## config.mk

```make
export PLATFORM = sky130hd
export DESIGN_NAME = slip_link_codec_with_handshake
export DESIGN_NICKNAME = d
export VERILOG_FILES = /design/src/design/slc_pkg.sv /design/src/design/slip_link_codec_with_handshake.sv /design/src/design/slc_core.sv /design/src/design/slc_emit.sv
export SDC_FILE = /design/constraint.sdc
export NUM_CORES = 1
export LEC_CHECK = 0
export BUFFER_PORTS_ARGS = -buffer_cell sky130_fd_sc_hd__buf_2
export CORE_MARGIN = 1
export CORE_UTILIZATION = 30
export CTS_CLUSTER_DIAMETER = 80
export DETAILED_ROUTE_END_ITERATION = 8
export HOLD_SLACK_MARGIN = 0.08
export SLEW_MARGIN = 25
export SYNTH_ARGS = -nofsm -noshare
export SYNTH_HDL_FRONTEND = slang
export SYNTH_SLANG_ARGS = --single-unit
export TNS_END_PERCENT = 100
```

## constraint.sdc

```tcl
create_clock -name clk -period 3.1 [get_ports clk]
set_input_delay 0.31 -clock clk [delete_from_list [all_inputs] [get_ports clk]]
set_output_delay 0.31 -clock clk [all_outputs]
set_load 0.03 [all_outputs]
```

## src/design/slc_pkg.sv

```systemverilog
`default_nettype none
// ----------------------------------------------------------------------------
// slc_pkg: shared types and constants for the byte-stuffing link codec
// Holds the framing bytes, the command codes, the request structs of both
// channels and the descriptor that the codec core hands to the emitter.
// ----------------------------------------------------------------------------
package slc_pkg;

    // Default handshake header length.
    localparam int HEADER_LEN_DEF = 8;

    // Framing and escape bytes.
    localparam logic [7:0] FRAME_BYTE = 8'hC0;
    localparam logic [7:0] ESC_BYTE   = 8'hDB;
    localparam logic [7:0] ESC_FRAME  = 8'hDC;
    localparam logic [7:0] ESC_ESC    = 8'hDD;

    // Command codes.
    localparam logic [1:0] CMD_LINK  = 2'd0;
    localparam logic [1:0] CMD_SEND  = 2'd1;
    localparam logic [1:0] CMD_RESET = 2'd2;

    // Result destinations.
    localparam logic DEST_HOST = 1'b0;
    localparam logic DEST_LINK = 1'b1;

    // Input request.
    typedef struct packed {
        logic [1:0] cmd;
        logic [7:0] data_byte;
    } in_item_t;

    // Result request.
    typedef struct packed {
        logic [7:0] out_byte;
        logic       dest;
        logic       status;
        logic       last;
    } out_item_t;

    // Shape of the result burst caused by one input request.
    typedef enum logic [1:0] {
        DESC_NONE,
        DESC_ONE,
        DESC_PAIR,
        DESC_BURST
    } desc_kind_t;

    // Descriptor from the core to the emitter. For a pair, data is the byte
    // that follows the escape byte.
    typedef struct packed {
        desc_kind_t kind;
        logic [7:0] data;
        logic       dest;
        logic       status;
    } desc_t;

    // Header byte loaded at reset for entry i.
    function automatic logic [7:0] default_header_byte(input int i);
        int v;
        v = i + 1;
        return v[7:0];
    endfunction

endpackage
`default_nettype wire

```

## src/design/slip_link_codec_with_handshake.sv

```systemverilog
`default_nettype none
// ----------------------------------------------------------------------------
// slip_link_codec_with_handshake: byte-stuffing link codec with handshake
// Escapes host bytes for the link, unescapes link bytes for the host, and
// runs the header handshake as server (capture and echo) or client.
// ----------------------------------------------------------------------------
//  Channel   Direction  Handshake              Request
//  in        input      in_valid / in_ready    in_item_t: cmd, data_byte
//  out       output     out_valid / out_ready  out_item_t: out_byte, dest, status, last
//  cfg       input      cfg_valid / cfg_ready  is_server (1 bit)
//
//  A request is decoded and its state update done in the cycle it is accepted;
//  its first result shows in the result register the next cycle.
//  One request per cycle is taken while each causes at most one result. An
//  escaped send causes two results and a header burst HEADER_LEN + 1, which
//  the result register emits one byte per cycle while out_ready is high.
//  A new request is accepted in the same cycle the final result of the last
//  one is taken. A stalled out channel holds the input side off.
//  Reset returns to awaiting connection with the default header 1..HEADER_LEN.
// ----------------------------------------------------------------------------
module slip_link_codec_with_handshake
    import slc_pkg::*;
#(
    parameter int HEADER_LEN = HEADER_LEN_DEF
)
(
    input  wire logic      clk,
    input  wire logic      rst_n,
    input  wire logic      in_valid,
    output logic           in_ready,
    input  wire in_item_t  in_data,
    output logic           out_valid,
    input  wire logic      out_ready,
    output out_item_t      out_data,
    input  wire logic      cfg_valid,
    output logic           cfg_ready,
    input  wire logic      cfg_data
);

    localparam int IDX_W = (HEADER_LEN > 1) ? $clog2(HEADER_LEN) : 1;

    logic             accept;
    desc_t            desc;
    logic             rd_sel;
    logic [IDX_W-1:0] rd_addr;
    logic [7:0]       rd_data;
    logic             is_server;

    assign cfg_ready = 1'b1;
    assign accept    = in_valid && in_ready;

    // State update and decode.
    slc_core #(
        .HEADER_LEN(HEADER_LEN)
    ) u_core (
        .clk       (clk),
        .rst_n     (rst_n),
        .cfg_valid (cfg_valid),
        .cfg_data  (cfg_data),
        .accept    (accept),
        .item      (in_data),
        .rd_sel    (rd_sel),
        .rd_addr   (rd_addr),
        .rd_data   (rd_data),
        .desc      (desc),
        .is_server (is_server)
    );

    // Result register and burst sequencing.
    slc_emit #(
        .HEADER_LEN(HEADER_LEN)
    ) u_emit (
        .clk       (clk),
        .rst_n     (rst_n),
        .load      (accept),
        .desc      (desc),
        .can_load  (in_ready),
        .rd_sel    (rd_sel),
        .rd_addr   (rd_addr),
        .rd_data   (rd_data),
        .out_valid (out_valid),
        .out_ready (out_ready),
        .out_data  (out_data)
    );

    // No request is taken while a burst still has results to give.
    assert property (@(posedge clk) disable iff (!rst_n)
        (out_valid && !out_data.last) |-> !in_ready)
        else $error("request accepted in the middle of a result burst");

    // An error or refusal result carries a zero byte.
    assert property (@(posedge clk) disable iff (!rst_n)
        (out_valid && out_data.status) |-> (out_data.out_byte == 8'h00))
        else $error("status result with a nonzero byte");

    // Host-side results are always single.
    assert property (@(posedge clk) disable iff (!rst_n)
        (out_valid && (out_data.dest == DEST_HOST)) |-> out_data.last)
        else $error("host result not marked last");

    // A client link reset starts its header with a frame byte to the link.
    assert property (@(posedge clk) disable iff (!rst_n)
        (accept && (in_data.cmd == CMD_RESET) && !is_server) |=>
        (out_valid && (out_data.out_byte == FRAME_BYTE) && (out_data.dest == DEST_LINK)))
        else $error("client reset did not start a header burst");

endmodule
`default_nettype wire

```

## src/design/slc_core.sv

```systemverilog
`default_nettype none
// ----------------------------------------------------------------------------
// slc_core: connection state and per-request decode
// Updates the codec state for each accepted request in the cycle it is
// accepted and describes the results that the request causes.
// ----------------------------------------------------------------------------
module slc_core
    import slc_pkg::*;
#(
    parameter int HEADER_LEN = HEADER_LEN_DEF,
    localparam int IDX_W = (HEADER_LEN > 1) ? $clog2(HEADER_LEN) : 1
)
(
    input  wire logic                     clk,
    input  wire logic                     rst_n,
    input  wire logic                     cfg_valid,
    input  wire logic                     cfg_data,
    input  wire logic                     accept,
    input  wire in_item_t                 item,
    input  wire logic                     rd_sel,
    input  wire logic [IDX_W-1:0]         rd_addr,
    output logic      [7:0]               rd_data,
    output desc_t                         desc,
    output logic                          is_server
);

    localparam int CNT_W = $clog2(HEADER_LEN + 1);

    logic                 is_server_reg;
    logic                 awaiting_reg, awaiting_next;
    logic                 error_reg, error_next;
    logic                 active_reg, active_next;
    logic [CNT_W-1:0]     count_reg, count_next;
    logic                 esc_reg, esc_next;
    logic [7:0]           store_reg [HEADER_LEN];
    logic                 reload;
    logic                 store_we;
    logic [CNT_W-1:0]     count_inc;
    logic [IDX_W-1:0]     sel_addr;
    logic [7:0]           b;
    logic                 fresh;

    assign is_server = is_server_reg;
    assign b         = item.data_byte;
    assign count_inc = count_reg + 1'b1;

    // One read port: the emitter owns it during a header burst, when no
    // request is accepted; otherwise the client match uses it.
    assign sel_addr = rd_sel ? rd_addr : count_reg[IDX_W-1:0];
    assign rd_data  = store_reg[sel_addr];

    // Next state and result descriptor for the current request.
    always_comb
    begin
        awaiting_next = awaiting_reg;
        error_next    = error_reg;
        active_next   = active_reg;
        count_next    = count_reg;
        esc_next      = esc_reg;
        reload        = 1'b0;
        store_we      = 1'b0;
        fresh         = 1'b1;
        desc          = '{kind: DESC_NONE, data: 8'h00, dest: DEST_HOST, status: 1'b0};

        unique case (item.cmd)
            CMD_RESET:
            begin
                awaiting_next = 1'b1;
                error_next    = 1'b0;
                active_next   = 1'b0;
                count_next    = '0;
                esc_next      = 1'b0;
                if (!is_server_reg)
                begin
                    reload = 1'b1;
                    desc   = '{kind: DESC_BURST, data: FRAME_BYTE, dest: DEST_LINK,
                               status: 1'b0};
                end
            end
            CMD_SEND:
            begin
                if (error_reg)
                    desc = '{kind: DESC_ONE, data: 8'h00, dest: DEST_LINK, status: 1'b1};
                else if (b == FRAME_BYTE)
                    desc = '{kind: DESC_PAIR, data: ESC_FRAME, dest: DEST_LINK, status: 1'b0};
                else if (b == ESC_BYTE)
                    desc = '{kind: DESC_PAIR, data: ESC_ESC, dest: DEST_LINK, status: 1'b0};
                else
                    desc = '{kind: DESC_ONE, data: b, dest: DEST_LINK, status: 1'b0};
            end
            CMD_LINK:
            begin
                if (error_reg)
                begin
                    desc = '{kind: DESC_ONE, data: 8'h00, dest: DEST_HOST, status: 1'b1};
                end
                else if (awaiting_reg)
                begin
                    // Handshake: a frame byte always restarts the header.
                    if (b == FRAME_BYTE)
                    begin
                        active_next = 1'b1;
                        count_next  = '0;
                    end
                    else if (active_reg && (count_reg < CNT_W'(HEADER_LEN)))
                    begin
                        if (is_server_reg || (rd_data == b))
                        begin
                            store_we = is_server_reg;
                            if (count_inc == CNT_W'(HEADER_LEN))
                            begin
                                awaiting_next = 1'b0;
                                active_next   = 1'b0;
                                count_next    = '0;
                                esc_next      = 1'b0;
                                if (is_server_reg)
                                    desc = '{kind: DESC_BURST, data: FRAME_BYTE,
                                             dest: DEST_LINK, status: 1'b0};
                            end
                            else
                            begin
                                count_next = count_inc;
                            end
                        end
                        else
                        begin
                            // The client saw a header byte that does not match.
                            active_next = 1'b0;
                            count_next  = '0;
                        end
                    end
                end
                else
                begin
                    // Connected: unescape link data.
                    if (esc_reg)
                    begin
                        esc_next = 1'b0;
                        if (b == ESC_FRAME)
                        begin
                            fresh = 1'b0;
                            desc  = '{kind: DESC_ONE, data: FRAME_BYTE, dest: DEST_HOST,
                                      status: 1'b0};
                        end
                        else if (b == ESC_ESC)
                        begin
                            fresh = 1'b0;
                            desc  = '{kind: DESC_ONE, data: ESC_BYTE, dest: DEST_HOST,
                                      status: 1'b0};
                        end
                        else if ((b != ESC_BYTE) && (b != FRAME_BYTE))
                        begin
                            fresh         = 1'b0;
                            error_next    = 1'b1;
                            awaiting_next = 1'b1;
                            active_next   = 1'b0;
                            count_next    = '0;
                            desc          = '{kind: DESC_ONE, data: 8'h00, dest: DEST_HOST,
                                              status: 1'b1};
                        end
                    end
                    // An escape followed by an escape or frame byte is dropped
                    // and the byte is handled afresh.
                    if (fresh)
                    begin
                        if (b == ESC_BYTE)
                        begin
                            esc_next = 1'b1;
                        end
                        else if (b == FRAME_BYTE)
                        begin
                            error_next    = 1'b1;
                            awaiting_next = 1'b1;
                            active_next   = 1'b0;
                            count_next    = '0;
                            esc_next      = 1'b0;
                            desc          = '{kind: DESC_ONE, data: 8'h00, dest: DEST_HOST,
                                              status: 1'b1};
                        end
                        else
                        begin
                            desc = '{kind: DESC_ONE, data: b, dest: DEST_HOST, status: 1'b0};
                        end
                    end
                end
            end
            default:
            begin
                // Unknown command: no effect.
            end
        endcase
    end

    // Control state and configuration.
    always_ff @(posedge clk or negedge rst_n)
    begin
        if (!rst_n)
        begin
            is_server_reg <= 1'b0;
            awaiting_reg  <= 1'b1;
            error_reg     <= 1'b0;
            active_reg    <= 1'b0;
            count_reg     <= '0;
            esc_reg       <= 1'b0;
        end
        else
        begin
            if (cfg_valid)
                is_server_reg <= cfg_data;
            if (accept)
            begin
                awaiting_reg <= awaiting_next;
                error_reg    <= error_next;
                active_reg   <= active_next;
                count_reg    <= count_next;
                esc_reg      <= esc_next;
            end
        end
    end

    // Header store: reloaded by a client reset, written by a server capture.
    always_ff @(posedge clk or negedge rst_n)
    begin
        if (!rst_n)
        begin
            for (int i = 0; i < HEADER_LEN; i++)
                store_reg[i] <= default_header_byte(i);
        end
        else if (accept && reload)
        begin
            for (int i = 0; i < HEADER_LEN; i++)
                store_reg[i] <= default_header_byte(i);
        end
        else if (accept && store_we)
        begin
            store_reg[count_reg[IDX_W-1:0]] <= b;
        end
    end

endmodule
`default_nettype wire

```

## src/design/slc_emit.sv

```systemverilog
`default_nettype none
// ----------------------------------------------------------------------------
// slc_emit: result register and burst sequencer
// Turns a descriptor into one, two or HEADER_LEN + 1 result requests and
// holds each one until the downstream side takes it.
// ----------------------------------------------------------------------------
module slc_emit
    import slc_pkg::*;
#(
    parameter int HEADER_LEN = HEADER_LEN_DEF,
    localparam int IDX_W = (HEADER_LEN > 1) ? $clog2(HEADER_LEN) : 1
)
(
    input  wire logic                     clk,
    input  wire logic                     rst_n,
    input  wire logic                     load,
    input  wire desc_t                    desc,
    output logic                          can_load,
    output logic                          rd_sel,
    output logic      [IDX_W-1:0]         rd_addr,
    input  wire logic [7:0]               rd_data,
    output logic                          out_valid,
    input  wire logic                     out_ready,
    output out_item_t                     out_data
);

    logic             valid_reg, valid_next;
    logic             last_reg, last_next;
    desc_kind_t       mode_reg, mode_next;
    logic [IDX_W-1:0] idx_reg, idx_next;
    logic [7:0]       byte_reg, byte_next;
    logic [7:0]       second_reg, second_next;
    logic             dest_reg, dest_next;
    logic             status_reg, status_next;
    logic             advance;

    // The store is read only while further header bytes remain; on the final
    // result a new request may be taken and needs the read port.
    assign advance   = valid_reg && out_ready;
    assign can_load  = !valid_reg || (out_ready && last_reg);
    assign rd_sel    = valid_reg && (mode_reg == DESC_BURST) && !last_reg;
    assign rd_addr   = idx_reg;
    assign out_valid = valid_reg;
    assign out_data  = '{out_byte: byte_reg, dest: dest_reg, status: status_reg,
                         last: last_reg};

    // Step through the burst, or load a fresh descriptor.
    always_comb
    begin
        valid_next  = valid_reg;
        last_next   = last_reg;
        mode_next   = mode_reg;
        idx_next    = idx_reg;
        byte_next   = byte_reg;
        second_next = second_reg;
        dest_next   = dest_reg;
        status_next = status_reg;

        if (advance && !last_reg)
        begin
            if (mode_reg == DESC_PAIR)
            begin
                byte_next = second_reg;
                last_next = 1'b1;
            end
            else
            begin
                byte_next = rd_data;
                last_next = (idx_reg == IDX_W'(HEADER_LEN - 1));
                idx_next  = idx_reg + 1'b1;
            end
        end
        else if (advance)
        begin
            valid_next = 1'b0;
        end

        if (load && (desc.kind != DESC_NONE))
        begin
            valid_next  = 1'b1;
            mode_next   = desc.kind;
            dest_next   = desc.dest;
            status_next = desc.status;
            unique case (desc.kind)
                DESC_PAIR:
                begin
                    byte_next   = ESC_BYTE;
                    second_next = desc.data;
                    last_next   = 1'b0;
                end
                DESC_BURST:
                begin
                    byte_next = FRAME_BYTE;
                    idx_next  = '0;
                    last_next = 1'b0;
                end
                default:
                begin
                    byte_next = desc.data;
                    last_next = 1'b1;
                end
            endcase
        end
    end

    // Result register.
    always_ff @(posedge clk or negedge rst_n)
    begin
        if (!rst_n)
        begin
            valid_reg <= 1'b0;
            last_reg  <= 1'b0;
            mode_reg  <= DESC_NONE;
            idx_reg   <= '0;
        end
        else
        begin
            valid_reg <= valid_next;
            last_reg  <= last_next;
            mode_reg  <= mode_next;
            idx_reg   <= idx_next;
        end
    end

    // Payload needs no reset.
    always_ff @(posedge clk)
    begin
        byte_reg   <= byte_next;
        second_reg <= second_next;
        dest_reg   <= dest_next;
        status_reg <= status_next;
    end

endmodule
`default_nettype wire
```

==> impl_metrics.csv, run 1 <==
group,metric,value,unit
run_status,status,"complete, no violations",
synthesis,ys_seq_area_frac,0.463,
floorplanning,fp.dieW,138,µm
power,power.density,601,nW/µm²
synthesis,ys_types,62,
placement,post-dp-hpwl,10400,µm
power,swShare,0.318,
cells_and_area,stdcell_count,817,
floorplanning,core-area,18000,µm²
route,wl_per_cell,18.2,µm
power,cellLeakagePower,3.02,nW
power,report.power.total,3.81,mW
route,met2WireLength,6900,µm
route,vias,4346,
clock_tree,clock-sinks,98,
sta,rsz0062_at_grt,"false",
synthesis,syn-num-nets,574,
power,p_comb_frac,0.237,
sta,slew_viol_final,0,
route,route.top_layer_used,"met4",
synthesis,synth_top_area_share,0.299,
critical_path,regToRegStartpoint,"u_core.awaiting_reg",
synthesis,syn_area,5530,µm²
clock_tree,clk_latency,0.35,ns
critical_path,crit_required,3.20,ns
sta,setup_viol,0,
route,drc,0,
sta,finalCriticalPeriod,2.87,ns
run,maxCapViolCount,0,
route,wl_met3,767,µm
power,ir_drop,0.391,mV
route,wl,14900,µm
sta,fmax,349,MHz
critical_path,worstPathArrival,2.97,ns
critical_path,slowest_stage,"dfstp_2",
floorplanning,initial_core_util,0.307,
sta,finalWorstSetupSlack,0.232,ns
sta,worstMarginPinSlew,0.748,ns
grt,grt_antenna_before_repair,0,
grt,grtUsageTotal,0.164,
power,seqPwrFrac,0.436,
critical_path,critical_path.max_fanout,12,
cells_and_area,finish.utilization,0.352,
grt,gr-total-overflow,0,
synthesis,yosys.area.top_type,"dfrtp_1",
sta,fin_crit_sh,0.925,
placement,place_ws,0.0631,ns
clock_tree,clk_pin_slew,0.07,ns
clock_tree,cts-root-buf,"clkbuf_16",
synthesis,synth_edf_count,18,
min_path,worst_hold_startpoint,"cfg_valid",
synthesis,syn_avg_cell_area,9.96,µm²
route,ant_nets,0,
synthesis,synth_flop_cell,"dfrtp_1",
grt,grt_max_degree,81,
sta,hold_viol,0,
critical_path,crit_path_start_kind,"register",
cells_and_area,syn_to_final_growth,14.9,%
grt,grt_pass1_vias,4234,
floorplanning,chipHeight,138,µm
route,drt_iter0_markers,299,
synthesis,yosys_warnings,0,
critical_path,startpoint,"u_core.awaiting_reg",
power,p_int,2.60,mW
clock_tree,cts_htree_levels,3,
clock_tree,cts.path.max_buffers,2,
floorplanning,dieArea,19000,µm²
synthesis,synth_area_leaders,"dfrtp_1 (30%), mux2i_1 (17%), edfxtp_1 (9.8%)",
synthesis,synthCells,555,
cells_and_area,final_common_cell,"mux2i_1",
critical_path,critical_path.top_delay_family,"simple AND/OR/NAND/NOR gates",
placement,place_congestion,0.845,
clock_tree,cts_tree,"built",
cells_and_area,drive_gt1_frac,0.185,
cells_and_area,diodes,0,
power,p_clk_frac,0.327,
power,p_sw,1.21,mW
critical_path,worstPathCellList,"nor3b_4 -> nand3b_1 -> nor4_2 -> nor3_1 -> a211oi_2 -> nor2b_1 -> buf_4 -> a211o_1",
critical_path,worst-path-buf-inv,1,
critical_path,slowest_delay,0.65,ns
route,routed_via_density,5.32,
cells_and_area,final_cell_mix,"mux2i_1 (92), nor2_1 (67), dfrtp_1 (66)",
route,drt_pass1_iterations,4,
min_path,hold_class,"input port to register",
cells_and_area,largest_register_ffs,64,
sta,fin_worst_skew,0.00661,ns
route,wirelength_met1,6750,µm
clock_tree,numCtsBuffers,9,
sta,max_slew_margin,0.497,
synthesis,ys_ff_latch,98,
sta,setup_tns,0,ns
floorplanning,num_rows,49,
grt,grt_pass1_wl,23300,µm
cells_and_area,nets,602,
floorplanning,io_pins,30,
placement,port_buffers,28,
synthesis,async_reset_ff_frac,0.816,
placement,placed_cells,800,
critical_path,crit_path_end_kind,"register",
critical_path,path_class,"register to register",
## cell families after synthesis
family,synth area share
XOR/XNOR,0.00317
AO/OA/AOI/OAI,0.124
buffers and inverters,0.0428
other,0.000678
adder cells (fa/ha/maj),0.00679
AND/OR/NAND/NOR,0.184
flip-flops,0.463
multiplexers,0.175
## worst paths after layout
check                      slack, ns  depth (start not counted)                   end
min in group asynchronous       0.52                          2      u_emit.out_valid
hold / removal                  0.16                          2      u_core.is_server
setup reg to reg                0.23                          8    u_emit.byte_reg[1]
max in group asynchronous       2.01                          2  u_core.store_reg[27]
hold reg to reg                 0.50                          2  u_core.store_reg[49]
setup / recovery                0.23                          8    u_emit.byte_reg[1]
## layer usage
layer	vias up	track usage
met2	130	0.261
li1	2033	-
met1	2152	0.214
met4	0	0.0773
met3	31	0.0313
met5	-	0
## power by group through the flow
stage / Sequential [mW] / Clock (mW) / Combinational (mW)
floorplan: 1.72 / 0 / 0.598
global placement: 1.68 / 0 / 0.873
detailed placement: 1.69 / 0 / 0.897
CTS: 1.66 / 1.28 / 0.902
global route: 1.69 / 1.32 / 0.994
finish: 1.66 / 1.25 / 0.905
## stage by stage
step	area, µm²	hold WS (ns)
after floorplan	5530	0.0144
after CTS	6320	0.154
after global placement	5980	0.481
final	6350	0.161
after global routing	6350	0.169
after detailed placement	5980	0.501
## worst register-to-register path, cell delays in order (launching register included)
cell and delay, ns:
dfstp_2 0.65, nor3b_4 0.30, nand3b_1 0.15, nor4_2 0.41, nor3_1 0.15, a211oi_2 0.33
nor2b_1 0.15, buf_4 0.19, a211o_1 0.28
## timing repair
item / in CTS / in global routing
hold buffers: 0 / 1
buffers inserted: 0 / 0
endpoints found under the hold margin: 0 / 26
gates resized for setup: 0 / 3
endpoints found under the setup margin: 0 / 26
## Yosys cell counts, drive strengths merged (4+ instances only)
| master | n |
|---|---|
| nand3b | 9 |
| buf | 18 |
| nor2 | 73 |
| o22a | 4 |
| nor4 | 5 |
| and3 | 11 |
| nand2 | 56 |
| nand2b | 6 |
| nor3 | 12 |
| o21ai | 19 |
| mux2i | 93 |
| dfrtp | 66 |
| inv | 9 |
| edfxtp | 18 |
| a211o | 6 |
| clkbuf | 22 |
| dfstp | 14 |
| nor2b | 5 |
| a22oi | 16 |
| and2 | 4 |
| a21oi | 32 |
| nand3 | 13 |
## area by class of cell
class / count / area (µm²)
tap: 229 / 287
clock buffer: 11 / 253
inverter: 9 / 33.8
timing repair buffer: 57 / 379
clock inverter: 5 / 83.8
fill: 1796 / 11700
multi-input combinational: 408 / 2750
sequential: 98 / 2560
(Power assumes the default switching activity.)
==> inputs of run 2 (changes only) <==
--- a/config.mk
+++ b/config.mk
@@ -11,6 +11,7 @@
 export CTS_CLUSTER_DIAMETER = 80
 export DETAILED_ROUTE_END_ITERATION = 8
 export HOLD_SLACK_MARGIN = 0.08
+export RECOVER_POWER = 100
 export SLEW_MARGIN = 25
 export SYNTH_ARGS = -nofsm -noshare
 export SYNTH_HDL_FRONTEND = slang
==> run 2 against run 1 <==
- clock power about the same
- cell count unchanged
- highest routed layer unchanged
- hold slack about the same
- first-iteration DRC count is 11% lower
- clock-buffer cell count unchanged
- the flow now finishes with violations (capacitance limit, slew limit)
==> impl_metrics.csv, run 2 (synthesized netlist as in run 1, its figures left out) <==
group,metric,value,unit
floorplanning,io_pins,30,
sta,whs,0.161,ns
cells_and_area,final_common_cell,"mux2i_1",
sta,setup_tns,0,ns
sta,finalCriticalPeriod,2.92,ns
placement,placed_cells,800,
sta,rsz0062_at_grt,"false",
clock_tree,cts-root-buf,"clkbuf_16",
power,ir_drop,0.373,mV
floorplanning,initial_core_util,0.307,
min_path,min_to,"u_core.is_server",
cells_and_area,diodes,0,
floorplanning,dieArea,19000,µm²
critical_path,worstPathArrival,3.16,ns
run_status,violations,"capacitance limit, slew limit",
sta,fin_crit_sh,0.941,
route,wl,14800,µm
critical_path,crit_required,3.34,ns
critical_path,worstRegToRegCells,9,
floorplanning,core-area,18000,µm²
cells_and_area,syn_to_final_growth,13.2,%
power,cellLeakagePower,2.95,nW
sta,setup_viol,0,
placement,post-dp-hpwl,10400,µm
grt,grt_pass1_vias,4234,
sta,fmax,343,MHz
clock_tree,clk_latency,0.35,ns
grt,grt_antenna_before_repair,0,
route,drt_pass1_iterations,4,
cells_and_area,final_cell_mix,"mux2i_1 (92), nor2_1 (67), dfrtp_1 (66)",
min_path,worst_hold_startpoint,"cfg_valid",
clock_tree,clk_pin_slew,0.07,ns
critical_path,reg2reg_to,"u_core.count_reg[0]",
sta,worstMarginPinSlew,2.00,ns
clock_tree,numCtsBuffers,9,
clock_tree,clock-sinks,98,
grt,grt_max_degree,81,
route,vias,4333,
critical_path,slowest_stage,"dfrtp_1",
floorplanning,fp.dieW,138,µm
cells_and_area,largest_register_ffs,64,
critical_path,worstPathCellList,"nand4b_4 -> mux2i_4 -> buf_6 -> mux2i_1 -> a22oi_1 -> and3_1 -> o22a_1 -> a41o_1 -> a22o_1",
sta,slew_viol_final,81,
run_status,status,"finished with violations",
grt,gr-total-overflow,0,
run,maxCapViolCount,1,
critical_path,critical_path.top_delay_family,"compound AO/OA/AOI/OAI gates",
power,power.density,607,nW/µm²
critical_path,r2r_setup_slack,0.18,ns
clock_tree,cts_tree,"built",
sta,fin_worst_skew,0.00713,ns
route,wl_per_cell,18.1,µm
critical_path,crit_path_start_kind,"register",
cells_and_area,drive_gt1_frac,0.146,
critical_path,path_class,"register to register",
clock_tree,cts.path.max_buffers,2,
grt,grt_pass1_wl,23300,µm
clock_tree,cts_htree_levels,3,
cells_and_area,stdcell_count,817,
floorplanning,chipHeight,138,µm
placement,place_congestion,0.845,
critical_path,worst-path-buf-inv,1,
route,drc,0,
cells_and_area,fin_area,6260,µm²
route,drt_iter0_markers,267,
floorplanning,num_rows,49,
clock_tree,post_cts_buffers,0,
grt,grtUsageTotal,0.164,
critical_path,slowest_delay,0.43,ns
sta,max_slew_margin,-0.333,
critical_path,regToRegStartpoint,"u_emit.last_reg",
placement,placed_area,5980,µm²
sta,hold_viol,0,
route,ant_nets,0,
min_path,hold_class,"input port to register",
critical_path,cp_num_cells,9,
route,routed_via_density,5.30,
critical_path,critical_path.max_fanout,32,
cells_and_area,nets,602,
critical_path,crit_path_end_kind,"register",
placement,port_buffers,28,
min_path,worstHoldPathCells,2,
==> run 2: changes by cell type in the layout (fill, tap and decap cells not counted), moves of 2 or more <==
cell and delta:
buf_2 -12, buf_4 -11, clkbuf_1 +19, clkbuf_2 +5, nor3_1 +2
==> run 2: area by class of cell <==
type | instances | area [µm²]
Fill cell | 1817 | 11800
Multi-Input combinational cell | 408 | 2730
Sequential cell | 98 | 2560
Timing Repair Buffer | 57 | 313
Tap cell | 229 | 287
Clock buffer | 11 | 253
Clock inverter | 5 | 83.8
Inverter | 9 | 33.8
==> run 2: power breakdown <==
group	switching, mW	internal, mW
combinational	0.580	0.303
clock	0.493	0.756
sequential	0.143	1.52
==> run 2: worst max path at each step <==
stage / slack, ns / end / startpoint
after global placement: 0.17 / u_emit.byte_reg[1] / u_core.awaiting_reg
after floorplan: 0.54 / u_core.count_reg[0] / u_emit.out_valid
after detailed placement: 0.06 / u_emit.byte_reg[1] / u_core.awaiting_reg
after CTS: 0.05 / u_emit.byte_reg[1] / u_core.awaiting_reg
final: 0.18 / u_core.count_reg[0] / u_emit.last_reg
after global routing: 0.01 / u_emit.second_reg[3] / u_core.awaiting_reg
==> run 2: worst register-to-register path, delay by kind of cell (launching register included) <==
family	cells	cell delay, ns
AO/OA/AOI/OAI	4	0.95
multiplexers	2	0.54
AND/OR/NAND/NOR	2	0.51
flip-flops	1	0.43
buffers and inverters	1	0.38
==> run 2: layer usage <==
layer	vias to the layer above	global-route usage	share of wire
met4	0	0.0773	0.027
met2	141	0.261	0.47
li1	2032	-	-
met5	-	0	0
met1	2133	0.214	0.45
met3	27	0.0313	0.055
==> run 2: through the flow <==
step | utilization | power [mW] | worst slack [ns]
2_1_floorplan | - | 2.32 | 0.544
3_3_place_gp | 0.332 | 2.55 | 0.174
3_5_place_dp | 0.332 | 2.58 | 0.0631
4_1_cts | 0.351 | 3.84 | 0.0514
5_1_grt | 0.347 | 3.99 | 0.0136
6_report | 0.347 | 3.80 | 0.184
==> run 2: timing repair <==
item / 4_1_cts / 5_1_grt
hold endpoints to repair: 0 / 26
gates resized for setup: 0 / 3
hold buffers: 0 / 1
setup endpoints to repair: 0 / 26
==> inputs of run 3 (changes only) <==
--- a/config.mk
+++ b/config.mk
@@ -6,6 +6,7 @@
 export NUM_CORES = 1
 export LEC_CHECK = 0
 export BUFFER_PORTS_ARGS = -buffer_cell sky130_fd_sc_hd__buf_2
+export CORE_ASPECT_RATIO = 0.8
 export CORE_MARGIN = 1
 export CORE_UTILIZATION = 30
 export CTS_CLUSTER_DIAMETER = 80
==> run 3 against run 2 <==
- the run still ends with capacitance limit, slew limit left
- via count grew 0.44%
- total power grew 1.4%
- cell count shrank 0.12%
- sequential cell count is the same
- sequential share of layout area shrank 0.090 points
- critical path depth grew 1
- sequential power is essentially flat
- hold slack lost 0.0078 ns
- largest power group unchanged
==> impl_metrics.csv, run 3 (synthesized netlist as in run 1, its figures left out) <==
group,metric,value,unit
clock_tree,cts_tree,"built",
grt,grt_pass1_vias,4156,
floorplanning,num_rows,44,
power,report.power.total,3.85,mW
floorplanning,fp.dieW,154,µm
clock_tree,cts.path.max_buffers,2,
cells_and_area,drive_gt1_frac,0.150,
power,p_comb_frac,0.240,
placement,post-dp-hpwl,10400,µm
critical_path,startpoint,"u_emit.last_reg",
cells_and_area,nets,600,
cells_and_area,stdcell_count,816,
power,p_int,2.62,mW
route,wl,14800,µm
run_status,violations,"capacitance limit, slew limit",
sta,max_slew_margin,-0.318,
sta,fin_worst_skew,0.00513,ns
critical_path,crit_path_end_kind,"register",
floorplanning,chipHeight,123,µm
critical_path,crit_required,3.34,ns
route,drt_pass1_iterations,5,
route,ant_nets,0,
sta,rsz0062_at_grt,"false",
critical_path,regToRegStartpoint,"u_emit.last_reg",
grt,grt_pass1_wl,23200,µm
floorplanning,dieArea,19000,µm²
critical_path,worstPathArrival,3.15,ns
route,met2WireLength,6640,µm
sta,setup_viol,0,
grt,gr-total-overflow,0,
sta,worstMarginPinSlew,1.98,ns
power,ir_drop,0.353,mV
grt,grt_antenna_before_repair,0,
floorplanning,core-area,18100,µm²
cells_and_area,diodes,0,
sta,fmax,344,MHz
min_path,worst_hold_startpoint,"cfg_valid",
power,power.density,614,nW/µm²
grt,grtUsageTotal,0.160,
route,route.top_layer_used,"met4",
floorplanning,io_pins,30,
sta,finalCriticalPeriod,2.91,ns
route,wirelength_met1,7210,µm
cells_and_area,largest_register_ffs,64,
cells_and_area,final_common_cell,"mux2i_1",
route,drc,0,
cells_and_area,syn_to_final_growth,13.4,%
run_status,status,"finished with violations",
route,vias,4352,
placement,placed_area,5970,µm²
critical_path,crit_path_start_kind,"register",
clock_tree,cts-root-buf,"clkbuf_16",
route,routed_via_density,5.33,
clock_tree,numCtsBuffers,9,
route,drt_iter0_markers,258,
min_path,hold_class,"input port to register",
power,seqPwrFrac,0.425,
clock_tree,clock-sinks,98,
placement,place_congestion,0.877,
sta,hold_viol,0,
clock_tree,clk_latency,0.35,ns
floorplanning,initial_core_util,0.305,
sta,setup_tns,0,ns
cells_and_area,finish.utilization,0.346,
clock_tree,cts_htree_levels,3,
power,p_sw,1.23,mW
cells_and_area,fin_area,6270,µm²
route,wl_per_cell,18.2,µm
sta,fin_crit_sh,0.937,
placement,port_buffers,28,
cells_and_area,final_cell_mix,"mux2i_1 (93), nor2_1 (67), dfrtp_1 (66)",
power,cellLeakagePower,2.98,nW
critical_path,path_class,"register to register",
critical_path,critical_path.max_fanout,32,
sta,slew_viol_final,81,
grt,grt_max_degree,81,
run,maxCapViolCount,1,
route,wl_met3,760,µm
power,p_clk_frac,0.335,
placement,placed_cells,799,
power,swShare,0.320,
clock_tree,clk_pin_slew,0.07,ns
run 3: what timing repair did:
item / in CTS / in global routing
resized for setup: 0 / 2
hold buffers: 0 / 1
setup buffers: 0 / 0
endpoints found under the hold margin: 0 / 65
setup endpoints to repair: 0 / 15
run 3: through the flow:
| stage | setup slack (ns) | hold slack (ns) |
|---|---|---|
| 3_5_place_dp | 0.164 | 0.482 |
| 2_1_floorplan | 0.544 | 0.0144 |
| 5_1_grt | 0.0351 | 0.167 |
| 6_report | 0.194 | 0.153 |
| 4_1_cts | 0.140 | 0.150 |
| 3_3_place_gp | 0.273 | 0.479 |
run 3: path summary, 6_finish.rpt:
path                       slack, ns                   end  depth (start not counted)
max                             0.19   u_core.count_reg[2]                         10
min reg2reg                     0.50  u_core.store_reg[49]                          2
min                             0.15      u_core.is_server                          2
min in group asynchronous       1.08   u_core.store_reg[1]                          2
max in group asynchronous       0.88     u_emit.rd_addr[1]                          2
max reg2reg                     0.19   u_core.count_reg[2]                         10
run 3: worst max-delay path: stages (launching register included):
cell	delay (ns)
dfrtp_1	0.43
nand4b_4	0.25
mux2i_1	0.29
buf_12	0.28
mux2i_1	0.12
a22oi_1	0.38
buf_4	0.19
a21oi_1	0.05
o22a_1	0.23
a41o_1	0.33
a22o_1	0.21
run 3: metal layers:
metal,GRT usage,vias to the layer above
met5,0,-
met4,0.0519,0
met3,0.0263,20
met2,0.245,117
met1,0.231,2178
li1,-,2037
run 3: power by group through the flow:
| stage | Clock [mW] | Combinational (mW) | Sequential, mW |
|---|---|---|---|
| 2_1_floorplan | 0 | 0.598 | 1.72 |
| 3_3_place_gp | 0 | 0.916 | 1.65 |
| 3_5_place_dp | 0 | 0.941 | 1.66 |
| 4_1_cts | 1.30 | 0.945 | 1.64 |
| 5_1_grt | 1.36 | 1.02 | 1.66 |
| 6_report | 1.29 | 0.926 | 1.63 |
run 3: layout make-up:
| cell class | count | area [µm²] |
|---|---|---|
| Inverter | 9 | 33.8 |
| Multi-Input combinational cell | 408 | 2720 |
| Timing Repair Buffer | 55 | 322 |
| Clock inverter | 4 | 77.6 |
| Sequential cell | 98 | 2560 |
| Fill cell | 1815 | 11800 |
| Clock buffer | 12 | 268 |
| Tap cell | 230 | 288 |
